File: config.mk
export PLATFORM = sky130hd
export DESIGN_NAME = arxpm_mac
export DESIGN_NICKNAME = d
export VERILOG_FILES = /design/src/design/arxpm_pkg.sv /design/src/design/arxpm_mac.sv
export SDC_FILE = /design/constraint.sdc
export NUM_CORES = 2
export LEC_CHECK = 0
export BUFFER_PORTS_ARGS = -buffer_cell sky130_fd_sc_hd__buf_2
export CAP_MARGIN = 10
export CORE_MARGIN = 2
export CORE_UTILIZATION = 35
export CTS_CLUSTER_DIAMETER = 150
export CTS_CLUSTER_SIZE = 24
export DETAILED_ROUTE_END_ITERATION = 16
export SYNTH_ARGS = -nofsm -noshare
export SYNTH_HDL_FRONTEND = slang
export SYNTH_SLANG_ARGS = --single-unit
File: constraint.sdc
create_clock -name clock -period 12.25 [get_ports clock]
set_input_delay 1.225 -clock clock [delete_from_list [all_inputs] [get_ports clock]]
set_output_delay 1.225 -clock clock [all_outputs]
set_load 0.02 [all_outputs]
File: src/design/arxpm_pkg.sv
// Shared types and constants for the ARX plant model filter.
package arxpm_pkg;

   localparam int SAMPLE_W  = 32;
   localparam int COEF_W    = 16;
   localparam int PROD_W    = SAMPLE_W + COEF_W;
   localparam int ACC_W     = 56;
   localparam int FRAC_SHIFT = 14;
   localparam int Q_W       = ACC_W - FRAC_SHIFT;
   localparam int DELAY_W   = 7;
   localparam int COUNT_W   = 4;
   localparam int CSR_IDX_W = 4;
   localparam int CSR_DAT_W = 16;
   localparam int COEF_SLOTS = 8;

   localparam logic [ACC_W-1:0]   ROUND_BIAS   = ACC_W'(8192);
   localparam logic [COEF_W-1:0]  COEF_B0_RESET = 16'd8192;

   localparam logic [CSR_IDX_W-1:0] REG_COUNT_B     = 4'd0;
   localparam logic [CSR_IDX_W-1:0] REG_COUNT_A     = 4'd1;
   localparam logic [CSR_IDX_W-1:0] REG_INPUT_DELAY = 4'd2;
   localparam logic [CSR_IDX_W-1:0] REG_COEF_INDEX  = 4'd3;
   localparam logic [CSR_IDX_W-1:0] REG_COEF_VALUE  = 4'd4;

   typedef enum logic [1:0] {
      ST_IDLE,
      ST_ISSUE,
      ST_DRAIN,
      ST_FINISH
   } state_type;

   typedef struct packed {
      logic clear;
      logic op_valid;
      logic negate;
   } mac_ctl_type;

   typedef struct packed {
      logic clear;
      logic wr_en;
      logic rd_en;
      logic advance;
   } hist_ctl_type;

endpackage

File: src/design/arxpm_mac.sv
// Shared pipelined multiply-accumulate unit: product register, then accumulator.
module arxpm_mac import arxpm_pkg::*; (
   input  logic                       clock,
   input  logic                       reset,
   input  mac_ctl_type                ctl,
   input  logic signed [SAMPLE_W-1:0] sample,
   input  logic signed [COEF_W-1:0]   coef,
   output logic signed [ACC_W-1:0]    acc
);

   logic signed [PROD_W-1:0] prod_ff;
   logic                     prod_valid_ff;
   logic                     prod_neg_ff;
   logic signed [ACC_W-1:0]  acc_ff;
   logic signed [ACC_W-1:0]  prod_ext;

   always_ff @(posedge clock) begin
      prod_ff     <= sample * coef;
      prod_neg_ff <= ctl.negate;
   end

   always_ff @(posedge clock) begin
      if (reset) begin
         prod_valid_ff <= 1'b0;
      end else begin
         prod_valid_ff <= ctl.op_valid;
      end
   end

   assign prod_ext = {{(ACC_W-PROD_W){prod_ff[PROD_W-1]}}, prod_ff};

   always_ff @(posedge clock) begin
      if (ctl.clear) begin
         acc_ff <= '0;
      end else if (prod_valid_ff) begin
         if (prod_neg_ff) begin
            acc_ff <= acc_ff - prod_ext;
         end else begin
            acc_ff <= acc_ff + prod_ext;
         end
      end
   end

   assign acc = acc_ff;

endmodule

==> Yosys cells after proc, flatten, opt, wreduce, memory -nomap -nowiden <==
Index checks and enable logic that the tools add are counted.
{ "op_classes": {"multipliers": 1, "n_addsub": 2, "n_mux": 1} }
{ "op_table": {"columns": ["cell", "n"], "rows": [
  ["$add A56 B48 Y56", 1],
  ["$mux W56", 1],
  ["$sub A56 B48 Y56", 1],
  ["$mul A32 B16 Y48", 1]
]} }
{ "totals": {"regBits": 106, "out_inout_bits": 56, "wordCells": 8} }

==> Logic depth before layout (Yosys ltp) <==
{ "depth": {"word_depth": 2, "mapped_depth": 26} }

==> Least setup slack after synthesis <==
OpenSTA, ideal clock, no wires.
{ "synth_timing": {"path_kind": "input -> register", "start": "input sample[15]", "end": "register prod_ff[47]", "t_arrival_ps": 7092, "setup_slack_ps": 5037, "path_stages": 23, "setup_ps": 121, "n_path_buf": 1, "required_time_ps": 12129, "cell_sequence": "clkbuf_1 nand2_1 fa_1 fa_1 fa_1 inv_1 fa_1 fa_1 inv_1 fa_1 inv_1 ha_1 a211oi_1 nor3_1 o32ai_1 a21boi_0 a311oi_2 nor3_1 a2111oi_4 o21bai_1 a21oi_2 o211ai_1 xnor2_1"} }
{ "synth_between": {"elab_chain_cells": 1} }
{ "synth_lines": {"columns": ["element", "line", "rtl"], "rows": [
  ["start, declared", "arxpm_mac.sv:6", "input logic signed [SAMPLE_W-1:0] sample,"],
  ["$mul A32 B16 Y48", "arxpm_mac.sv:18", "prod_ff <= sample * coef;"],
  ["end signal, assigned", "arxpm_mac.sv:18", null],
  ["end, declared", "arxpm_mac.sv:11", "logic signed [PROD_W-1:0] prod_ff;"]
]} }
No other way between the ends.
A chain may end at the register's enable or synchronous reset.

==> Final worst setup path <==
{ "layout_timing": {"start": "input coef[2]", "end": "register prod_ff[47]"} }
{ "layout_between": {"elab_chain_cells": 1} }
{ "layout_lines": {"columns": ["element", "line", "rtl"], "rows": [
  ["start, declared", "arxpm_mac.sv:7", "input logic signed [COEF_W-1:0] coef,"],
  ["$mul A32 B16 Y48", "arxpm_mac.sv:18", null]
]} }
No other way between the ends.

==> out/qor.yml <==
status: "finished, final reports clean"
cts_tree: "yes"
grt_use_total: 0.1798
hold_viol: 0
synth_seq_area_share: 0.08567
n_antenna_cell: 0
gp_congestion: 0.8524
ys.flop_type: "dfxtp_1"
finalSetupViolCount: 0
post-dp-hpwl_mm: 51.66
skew_ns: 0.008102
hold_path_class: "register to register"
cts_buffers: 9
cts-resized-gates: 0
die_w_um: 270.0
cp_data_arrival_time_ns: 8.12
crit_type: "primary input to register"
antenna_found_initial: 3
layout-drive-gt1-share: 0.05043
synth_top_area_share: 0.3936
row_count: 97
root_buffer: "clkbuf_16"
async_flop_share: 0
drt_iter0_markers: 1207
rsz0062_at_grt: "false"
pin_count: 109
vias: 18610
cp.buffers_inverters: 4
slowest_stage: "buf_2"
synth_edf_count: 0
cp_cell_sequence: "buf_2 -> nand2_1 -> fa_1 -> fa_1 -> fa_1 -> inv_1 -> fa_1 -> fa_1 -> inv_1 -> fa_1 -> inv_1 -> ha_1 -> a211oi_1 -> nor3_1 -> o32ai_1 -> a21boi_0 -> a311oi_2 -> nor3_1 -> a2111oi_4 -> o21bai_1 -> a21oi_2 -> o211ai_1 -> xnor2_1"
syn_inst: 2884
min_period_over_period: 0.6436
synth_cell_types: 68
critical-path-max-stage-delay_ns: 0.62
syn_avg_cell_area_um2: 8.588
wl_mm: 63.84
path_clk_slew_ns: 0.07
slew_viol_final: 0
grt_pass1_wl_mm: 105.6
final_net_count: 3601
fp.coreArea_um2: 70030
die_y_um: 270.0
maxSlewHeadroom: 0.3414
path_max_fanout: 32
cts_hold_buf: 0
grt.overflow.total: 0
startpoint_type: "primary input"
max-cap-violations: 0
cp_common_cell: "fa_1"
die_area_um2: 72910
syn_area_um2: 24770
portBuffers: 108
worst_pin_slew_ns: 0.9879
wl_per_cell_um: 16.65
synth_commonest_cells: "inv_1, fa_1, nand2_1, and2_1, ha_1"
ys_warn_count: 0
fmaxAchievable_ghz: 0.1268
clk_latency_ns: 0.37
synth_top_cell_by_area: "fa_1"
setup_tns_ns: 0
initial_core_util: 0.3537
post-cts-setup-buffer-count: 0
grt_pass1_vias: 19840
clockBufferDepth: 2
synthTopCellsByArea: "fa_1, inv_1, ha_1"
grt_max_degree: 73
areaGrowthSynthToFinish_pct: 6.532
ys_seq_elements: 106
synth_nets: 3594
min_period_ns: 7.884
ant_nets: 0
worst_ep_required_time_ns: 12.49
yosysMostFrequentCell: "inv_1"
cts.sinks: 106
firstDrtPassIters: 5
vias_per_cell: 4.854
endpoint_kind: "register"
h-tree-depth: 3
drc: 0
critPathTopFamily: "adder cells"
cell families after synthesis:
logic type / after synthesis / share of synthesized area
and+or+nand+nor: 856 / 0.1650
AOI/OAI and AO/OA: 353 / 0.09128
DFF: 106 / 0.08567
muxes: 42 / 0.01702
buffers and inverters: 723 / 0.1096
adders and majority gates: 657 / 0.4795
xor gates and xnor gates: 147 / 0.05198
routing by layer:
| metal | wire, µm | share of wire | GRT usage |
|---|---|---|---|
| met3 | 4527 | 0.071 | 0.03343 |
| met5 | 11 | 0.00017 | 0 |
| met1 | 30720 | 0.48 | 0.2583 |
| met2 | 27550 | 0.43 | 0.2827 |
| met4 | 1035 | 0.016 | 0.03567 |
path summary, 6_finish.rpt:
check	from	end	slack (ns)	cells past startpoint
setup reg to reg	prod_ff[0]	acc[55]	6.65	24
hold / removal	acc[0]	acc[0]	0.50	2
setup / recovery	coef[2]	prod_ff[47]	4.37	23
hold reg to reg	acc[0]	acc[0]	0.50	2
final cells by class:
| cell class | instances | area, µm² |
|---|---|---|
| Clock inverter | 5 | 62.56 |
| Inverter | 607 | 2278 |
| Sequential cell | 106 | 2127 |
| Fill cell | 7259 | 43640 |
| Multi-Input combinational cell | 2055 | 19930 |
| Timing Repair Buffer | 112 | 570.5 |
| Tap cell | 940 | 1176 |
| Clock buffer | 10 | 239.0 |
stage by stage:
step | hold WS, ns | utilization | setup slack, ns | cells | area (µm²)
floorplan | 0.5493 | - | 5.037 | 2884 | 24770
global placement | 0.4844 | 0.3725 | 4.050 | 3820 | 26090
detailed placement | 0.4907 | 0.3725 | 4.006 | 3820 | 26090
CTS | 0.5009 | 0.3768 | 4.398 | 3835 | 26390
global route | 0.5378 | 0.3768 | 3.959 | 3835 | 26390
finish | 0.5042 | 0.3768 | 4.366 | 3835 | 26390
worst reg2reg max path, delay by kind of cell, from the launching register on:
kind / cells / cell delay (ns)
AND/OR/NAND/NOR: 10 / 1.99
AO/OA/AOI/OAI: 8 / 1.70
multiplexers: 2 / 0.60
adder cells (fa/ha/maj): 2 / 0.57
flip-flops: 1 / 0.35
XOR/XNOR: 1 / 0.22
buffers and inverters: 1 / 0.07
flip-flops by register name (all words and copies together), names as in the netlist:
register	cells
prod_valid_ff	1
prod_ff	48
prod_neg_ff	1
acc	56
placed cells by master, fill, tap and decap left out, types with 30 or more instances in the layout:
| cell | count |
|---|---|
| mux2i_1 | 41 |
| ha_1 | 170 |
| o21ai_0 | 44 |
| fa_1 | 487 |
| nand2_1 | 353 |
| nor2_1 | 146 |
| xnor2_1 | 117 |
| a21o_1 | 52 |
| inv_1 | 606 |
| a21oi_1 | 140 |
| and2_1 | 210 |
| dfxtp_1 | 104 |
| xor2_1 | 30 |
| buf_2 | 108 |
Power is left out: the tool's default activity adds up to more than one toggle a clock period on the data nets, which glitch-free logic cannot reach.
