==> src/design/arxpm_pkg.sv <==
// Shared types and constants for the ARX plant model filter.
package arxpm_pkg;

   localparam int SAMPLE_W  = 32;
   localparam int COEF_W    = 16;
   localparam int PROD_W    = SAMPLE_W + COEF_W;
   localparam int ACC_W     = 56;
   localparam int FRAC_SHIFT = 14;
   localparam int Q_W       = ACC_W - FRAC_SHIFT;
   localparam int DELAY_W   = 7;
   localparam int COUNT_W   = 4;
   localparam int CSR_IDX_W = 4;
   localparam int CSR_DAT_W = 16;
   localparam int COEF_SLOTS = 8;

   localparam logic [ACC_W-1:0]   ROUND_BIAS   = ACC_W'(8192);
   localparam logic [COEF_W-1:0]  COEF_B0_RESET = 16'd8192;

   localparam logic [CSR_IDX_W-1:0] REG_COUNT_B     = 4'd0;
   localparam logic [CSR_IDX_W-1:0] REG_COUNT_A     = 4'd1;
   localparam logic [CSR_IDX_W-1:0] REG_INPUT_DELAY = 4'd2;
   localparam logic [CSR_IDX_W-1:0] REG_COEF_INDEX  = 4'd3;
   localparam logic [CSR_IDX_W-1:0] REG_COEF_VALUE  = 4'd4;

   typedef enum logic [1:0] {
      ST_IDLE,
      ST_ISSUE,
      ST_DRAIN,
      ST_FINISH
   } state_type;

   typedef struct packed {
      logic clear;
      logic op_valid;
      logic negate;
   } mac_ctl_type;

   typedef struct packed {
      logic clear;
      logic wr_en;
      logic rd_en;
      logic advance;
   } hist_ctl_type;

endpackage

==> src/design/arxpm_hist.sv <==
// Input sample history: a circular memory with write pointer and fill count.
module arxpm_hist import arxpm_pkg::*; #(
   parameter int DEPTH   = 128,
   parameter int DELAY_W = 8
) (
   input  logic                       clock,
   input  logic                       reset,
   input  hist_ctl_type               ctl,
   input  logic signed [SAMPLE_W-1:0] wr_data,
   input  logic [DELAY_W-1:0]         rd_delay,
   output logic signed [SAMPLE_W-1:0] rd_data,
   output logic                       rd_live
);

   localparam int PW = $clog2(DEPTH);
   localparam int FW = $clog2(DEPTH + 1);
   localparam int CW = ((DELAY_W > FW) ? DELAY_W : FW) + 1;

   logic signed [SAMPLE_W-1:0] mem [DEPTH];
   logic [PW-1:0]              wp_ff;
   logic [FW-1:0]              fill_ff;
   logic signed [SAMPLE_W-1:0] rd_data_ff;
   logic                       rd_live_ff;
   logic [CW-1:0]              base;
   logic [CW-1:0]              span;
   logic [CW-1:0]              diff;
   logic                       live;
   logic [PW-1:0]              rd_addr;

   // An entry is meaningful only if it was written since the last clear.
   always_comb begin
      base = CW'(wp_ff);
      span = CW'(rd_delay);
      live = span < CW'(fill_ff);
      diff = base - span;
      if (base < span) begin
         diff = diff + CW'(DEPTH);
      end
      rd_addr = live ? diff[PW-1:0] : wp_ff;
   end

   always_ff @(posedge clock) begin
      if (reset || ctl.clear) begin
         wp_ff   <= '0;
         fill_ff <= '0;
      end else begin
         if (ctl.wr_en && (fill_ff < FW'(DEPTH))) begin
            fill_ff <= fill_ff + 1'b1;
         end
         if (ctl.advance) begin
            if (wp_ff == PW'(DEPTH - 1)) begin
               wp_ff <= '0;
            end else begin
               wp_ff <= wp_ff + 1'b1;
            end
         end
      end
   end

   always_ff @(posedge clock) begin
      if (ctl.wr_en) begin
         mem[wp_ff] <= wr_data;
      end
      if (ctl.rd_en) begin
         rd_data_ff <= mem[rd_addr];
         rd_live_ff <= live;
      end
   end

   assign rd_data = rd_data_ff;
   assign rd_live = rd_live_ff;

endmodule

==> config.mk <==
export PLATFORM = sky130hd
export DESIGN_NAME = arxpm_hist
export DESIGN_NICKNAME = d
export VERILOG_FILES = /design/src/design/arxpm_pkg.sv /design/src/design/arxpm_hist.sv
export SDC_FILE = /design/constraint.sdc
export NUM_CORES = 2
export LEC_CHECK = 0
export BUFFER_PORTS_ARGS = -buffer_cell sky130_fd_sc_hd__buf_2
export CAP_MARGIN = 20
export CORE_AREA = 3 3 812 814
export DETAILED_ROUTE_END_ITERATION = 7
export DIE_AREA = 0 0 815 817
export PLACE_DENSITY = 0.39
export SYNTH_ARGS = -nofsm -noshare
export SYNTH_HDL_FRONTEND = slang
export SYNTH_SLANG_ARGS = --single-unit
==> constraint.sdc <==
create_clock -name clock -period 6.02 [get_ports clock]
set_input_delay 1.505 -clock clock [delete_from_list [all_inputs] [get_ports clock]]
set_output_delay 1.505 -clock clock [all_outputs]
set_load 0.02 [all_outputs]
Yosys cells after proc, flatten, opt, wreduce, memory -nomap -nowiden --
Memories as Yosys holds them, arrays and structs flattened. A register that Yosys moved wholly into a read port is not among the register bits. Cells that the tools add are included.
Cells by class: equality and inequality tests 1, order comparisons 3, multiplexer cells 5, add/subtract/negate cells 4, reductions and logical operators 2
Operators by type and width (count):
- $mux W7 | 3
- $add A7 B1 Y7 const B | 2
- $add A8 B1 Y8 const B | 1
- $lt A7 B8 Y1 | 1
- $lt A8 B8 Y1 | 1
- $lt A8 B8 Y1 const B | 1
- $eq A7 B7 Y1 const B | 1
- $sub A7 B7 Y7 | 1
- $mux W1 | 2
- $logic_and A1 B1 Y1 | 1
- $logic_or A1 B1 Y1 | 1
Storage, ports and cells: word-level logic and storage cells 19, input port bits 46, memory bits (writable) 4096, memories 1, register bits after elaboration 16
Memory list:
- mem | words 128, width 32, rd ports 1, clocked after Yosys merged registers in 1, write ports 1, line arxpm_hist.sv:19 | logic signed [SAMPLE_W-1:0] mem [DEPTH];

Depth between registers and ports, before layout --
word-level depth 4, depth in mapped cells 17

Worst setup path before layout --
No wires, ideal clock.
kind input-to-reg, start in rd_delay[0], end reg rd_data_ff[11] (netlist: rd_data[11]), read port of mem (data pin), arrival 4465 ps, data required time 5759 ps, cell stages on the path 15, setup slack 1294 ps, cell sequence ha_1 inv_1 fa_1 a211oi_1 nor2_1 o31a_1 a2111oi_2 xor2_1 or3_1 buf_2 buf_2 nor2_1 a22oi_1 nand3_1 nor4_1
On the way: word-level cells in the longest chain between the ends 4, elaborated cells between the ends (all ways) 6, those cells by class add/sub: 2; order compare: 2; mux: 2
Ends and longest elaborated chain:
- from (decl) | line arxpm_hist.sv:10 | input logic [DELAY_W-1:0] rd_delay,
- $sub A7 B7 Y7 | line arxpm_hist.sv:35 | diff = base - span;
- $add A7 B1 Y7 | line arxpm_hist.sv:37 | diff = diff + CW'(DEPTH);
- $mux W7 | line arxpm_hist.sv:36 | if (base < span) begin
- $mux W7 (*) | line arxpm_hist.sv:39 | rd_addr = live ? diff[PW-1:0] : wp_ff;
- to (decl) | line arxpm_hist.sv:22 | logic signed [SAMPLE_W-1:0] rd_data_ff;
Mark *: on every way between the ends. The rest lies on a longest branch, timed or not. A chain may end at the register's enable or synchronous reset.

Worst setup path after layout --
start in rd_delay[7], end reg rd_data_ff[10] (netlist: rd_data[10]), read port of mem (data pin)
On the way: word-level cells in the longest chain between the ends 3, elaborated cells between the ends (all ways) 4, those cells by class order compare: 2; mux: 2
Ends and longest elaborated chain (line):
- $lt A7 B8 Y1 | arxpm_hist.sv:36
- $mux W7 | arxpm_hist.sv:36
- $mux W7 (*) | arxpm_hist.sv:39
Marks and branches as above.

==> reports/metrics.cfg <==
[cts]
cts.sinks = 4144
cts-htree-levels = 5
clockBufferDepth = 4
clk_latency_ns = 1.04
clockRootBuffer = clkbuf_16
cts_made_buffers = 441
cts_tree = yes
post_cts_buffers = 0
cts.hold.buffers_added = 0
cts_resized = 0
path_clk_slew_ns = 0.06

[worst_setup_path]
cp-start-kind = primary input
critPathRequiredTime_ns = 6.75
worstSetupPathType = primary input to register
path_max_fanout = 16
cp-end-kind = register
worst-endpoint-arrival_ns = 6.73

[synth]
dominantRegCellSynth = edfxtp_1
syn-num-nets = 10931
syn-mean-instance-area_um2 = 15.0
synth_edf_count = 4129
synth_top_area_cell = edfxtp_1
synth-async-reset-ratio_pct = 0
synth_area_um2 = 163000
yosysUniqueCellTypes = 61
yosysSeqAreaShare_pct = 76.2
synthDominantCellAreaShare_pct = 76.0
synth_cells = 10869
yosys-top-cells-area = edfxtp_1, mux2i_1, nand2_1
ys_seq_elements = 4144
synth_warnings = 0

[grt]
antenna_found_initial = 72
grt_pass1_vias = 98478
grt_pass1_wl_mm = 839
grt_usage_pct = 17.8
grt_max_degree = 129
globalRoute.totalOverflow = 0

[sta]
slew_headroom_pct = 16.0
setup_viol = 0
grt_setup_unrepaired = no
fmax_ghz = 0.167
fin_hold_ws_ns = 0.487
report.final.hold_viol_count = 0
post-route-min-period_ns = 6.00
report.final.slew_viol_count = 0
skew_ns = 0.0708
min_period_over_period_pct = 99.7
tightest_slew_ns = 1.26

[cells_and_area]
fillers = 64762
layout.nets = 11709
layout_common_cells = edfxtp_1, nand2_1, mux2i_1
area_growth_pct = 20.3
final_common_cell = edfxtp_1
seq_area_um2 = 124000
drive_gt1_share_pct = 15.4
multi_input_area_um2 = 36800
layout.cells.non_filler = 20741

[routing]
first_iter_violations = 11636
routed_via_density = 4.85
antenna_left = 0
vias = 100566
drtPass1Iterations = 7
route.detailed.drc = 0
wl_mm = 616
wire_per_inst_um = 29.7

[pwr]
vdd_ir_drop_max_uv = 253
p_leak_uw = 0.0674
powerDensity_nw_per_um2 = 333

[job]
max-cap-violations = 0

[place]
placed_cells = 19873
gp_congestion = 0.828
hpwl_mm = 383
io_buffers = 78

[worst_hold_path]
hp-class = register to register

[outcome]
status = complete, no violations

[die]
fp-row-count = 297
core_area_um2 = 653000
die_h_um = 817
die_area_um2 = 666000
start_util_pct = 25.0
ios = 79
fp.dieW_um = 815

==> logic make-up (layout without fill, tap and decap cells) <==
kind of cell    Yosys count  after routing  synth area share (%)
other cells               0             44                     0
compound gates         1515           1515                  6.11
flops                  4144           4144                  76.2
mux                    1048           1048                  6.43
simple gates           3425           3425                  8.92
buf+inv                 708           1865                  2.11
xor+xnor                 13             13                0.0698
fa+ha+maj                16             16                 0.127
==> routing by layer <==
layer	up-vias	global-route usage [%]	part of all wire, %
met4	20	4.42	2.8
met3	646	2.85	6.8
li1	43410	-	-
met5	-	0	0.018
met2	3652	28.9	46
met1	52838	25.0	44
==> Yosys cell counts (28+ instances only) <==
cell / n
edfxtp_1: 4129
nand2_1: 2112
mux2i_1: 1047
nand3_1: 847
a21oi_1: 777
o221ai_1: 414
clkbuf_1: 305
buf_2: 207
nor2_1: 154
nor3_1: 125
nor4_1: 125
buf_4: 80
buf_1: 67
a22oi_1: 49
o32ai_1: 45
o21ai_0: 38
o21ai_1: 32
buf_6: 28
nand4_1: 28
==> worst paths after layout <==
kind,startpoint,endpoint,slack (ns),cells past startpoint
min reg2reg,fill_ff[7],fill_ff[7],0.49,2
max,rd_delay[7],rd_data[10],0.02,15
min,fill_ff[7],fill_ff[7],0.49,2
max reg2reg,fill_ff[3],rd_data[10],0.41,15
==> stage by stage <==
stage / TNS (ns) / total power [uW] / worst slack, ns / utilization, % / cell area (um^2)
floorplan: 0 / 35300 / 1.29 / - / 163000
global placement: -32.23 / 38600 / -2.71 / 27.8 / 181000
detailed placement: -11.94 / 38700 / -1.07 / 27.8 / 182000
CTS: 0 / 66000 / 0.0380 / 30.0 / 196000
global route: 0 / 67400 / 0.0666 / 30.0 / 196000
finish: 0 / 65300 / 0.0191 / 30.0 / 196000
==> power breakdown <==
group	internal [uW]	leakage, uW	switching [uW]
Clock	15700	0.00698	11600
Sequential	31800	0.0373	134
Combinational	1900	0.0232	4190
==> flip-flops by register name, summed over array words and instances (netlist names) <==
signal and flops:
fill_ff 8, mem 4096, rd_data 32, rd_live 1
wp_ff 7
==> worst max-delay path, stage by stage <==
cell	delay (ns)
buf_2	0.22
ha_1	0.40
nand4_1	0.14
a21oi_1	0.27
a21o_1	0.34
inv_2	0.16
buf_4	0.25
o31ai_4	0.86
buf_12	0.27
o221ai_1	0.37
nand4_1	0.33
o21ai_0	0.45
a22oi_1	0.77
buf_4	0.22
o221ai_1	0.11
==> cell type report <==
type	instances	share of cell area (%)
Sequential cell	4144	63.3
Antenna cell	44	0.0561
Multi-Input combinational cell	6017	18.8
Clock inverter	273	1.33
Inverter	19	0.0363
Timing Repair Buffer	1024	5.00
Clock buffer	549	5.95
Tap cell	8671	5.53
Note: power is estimated with default switching activity, not from simulation.
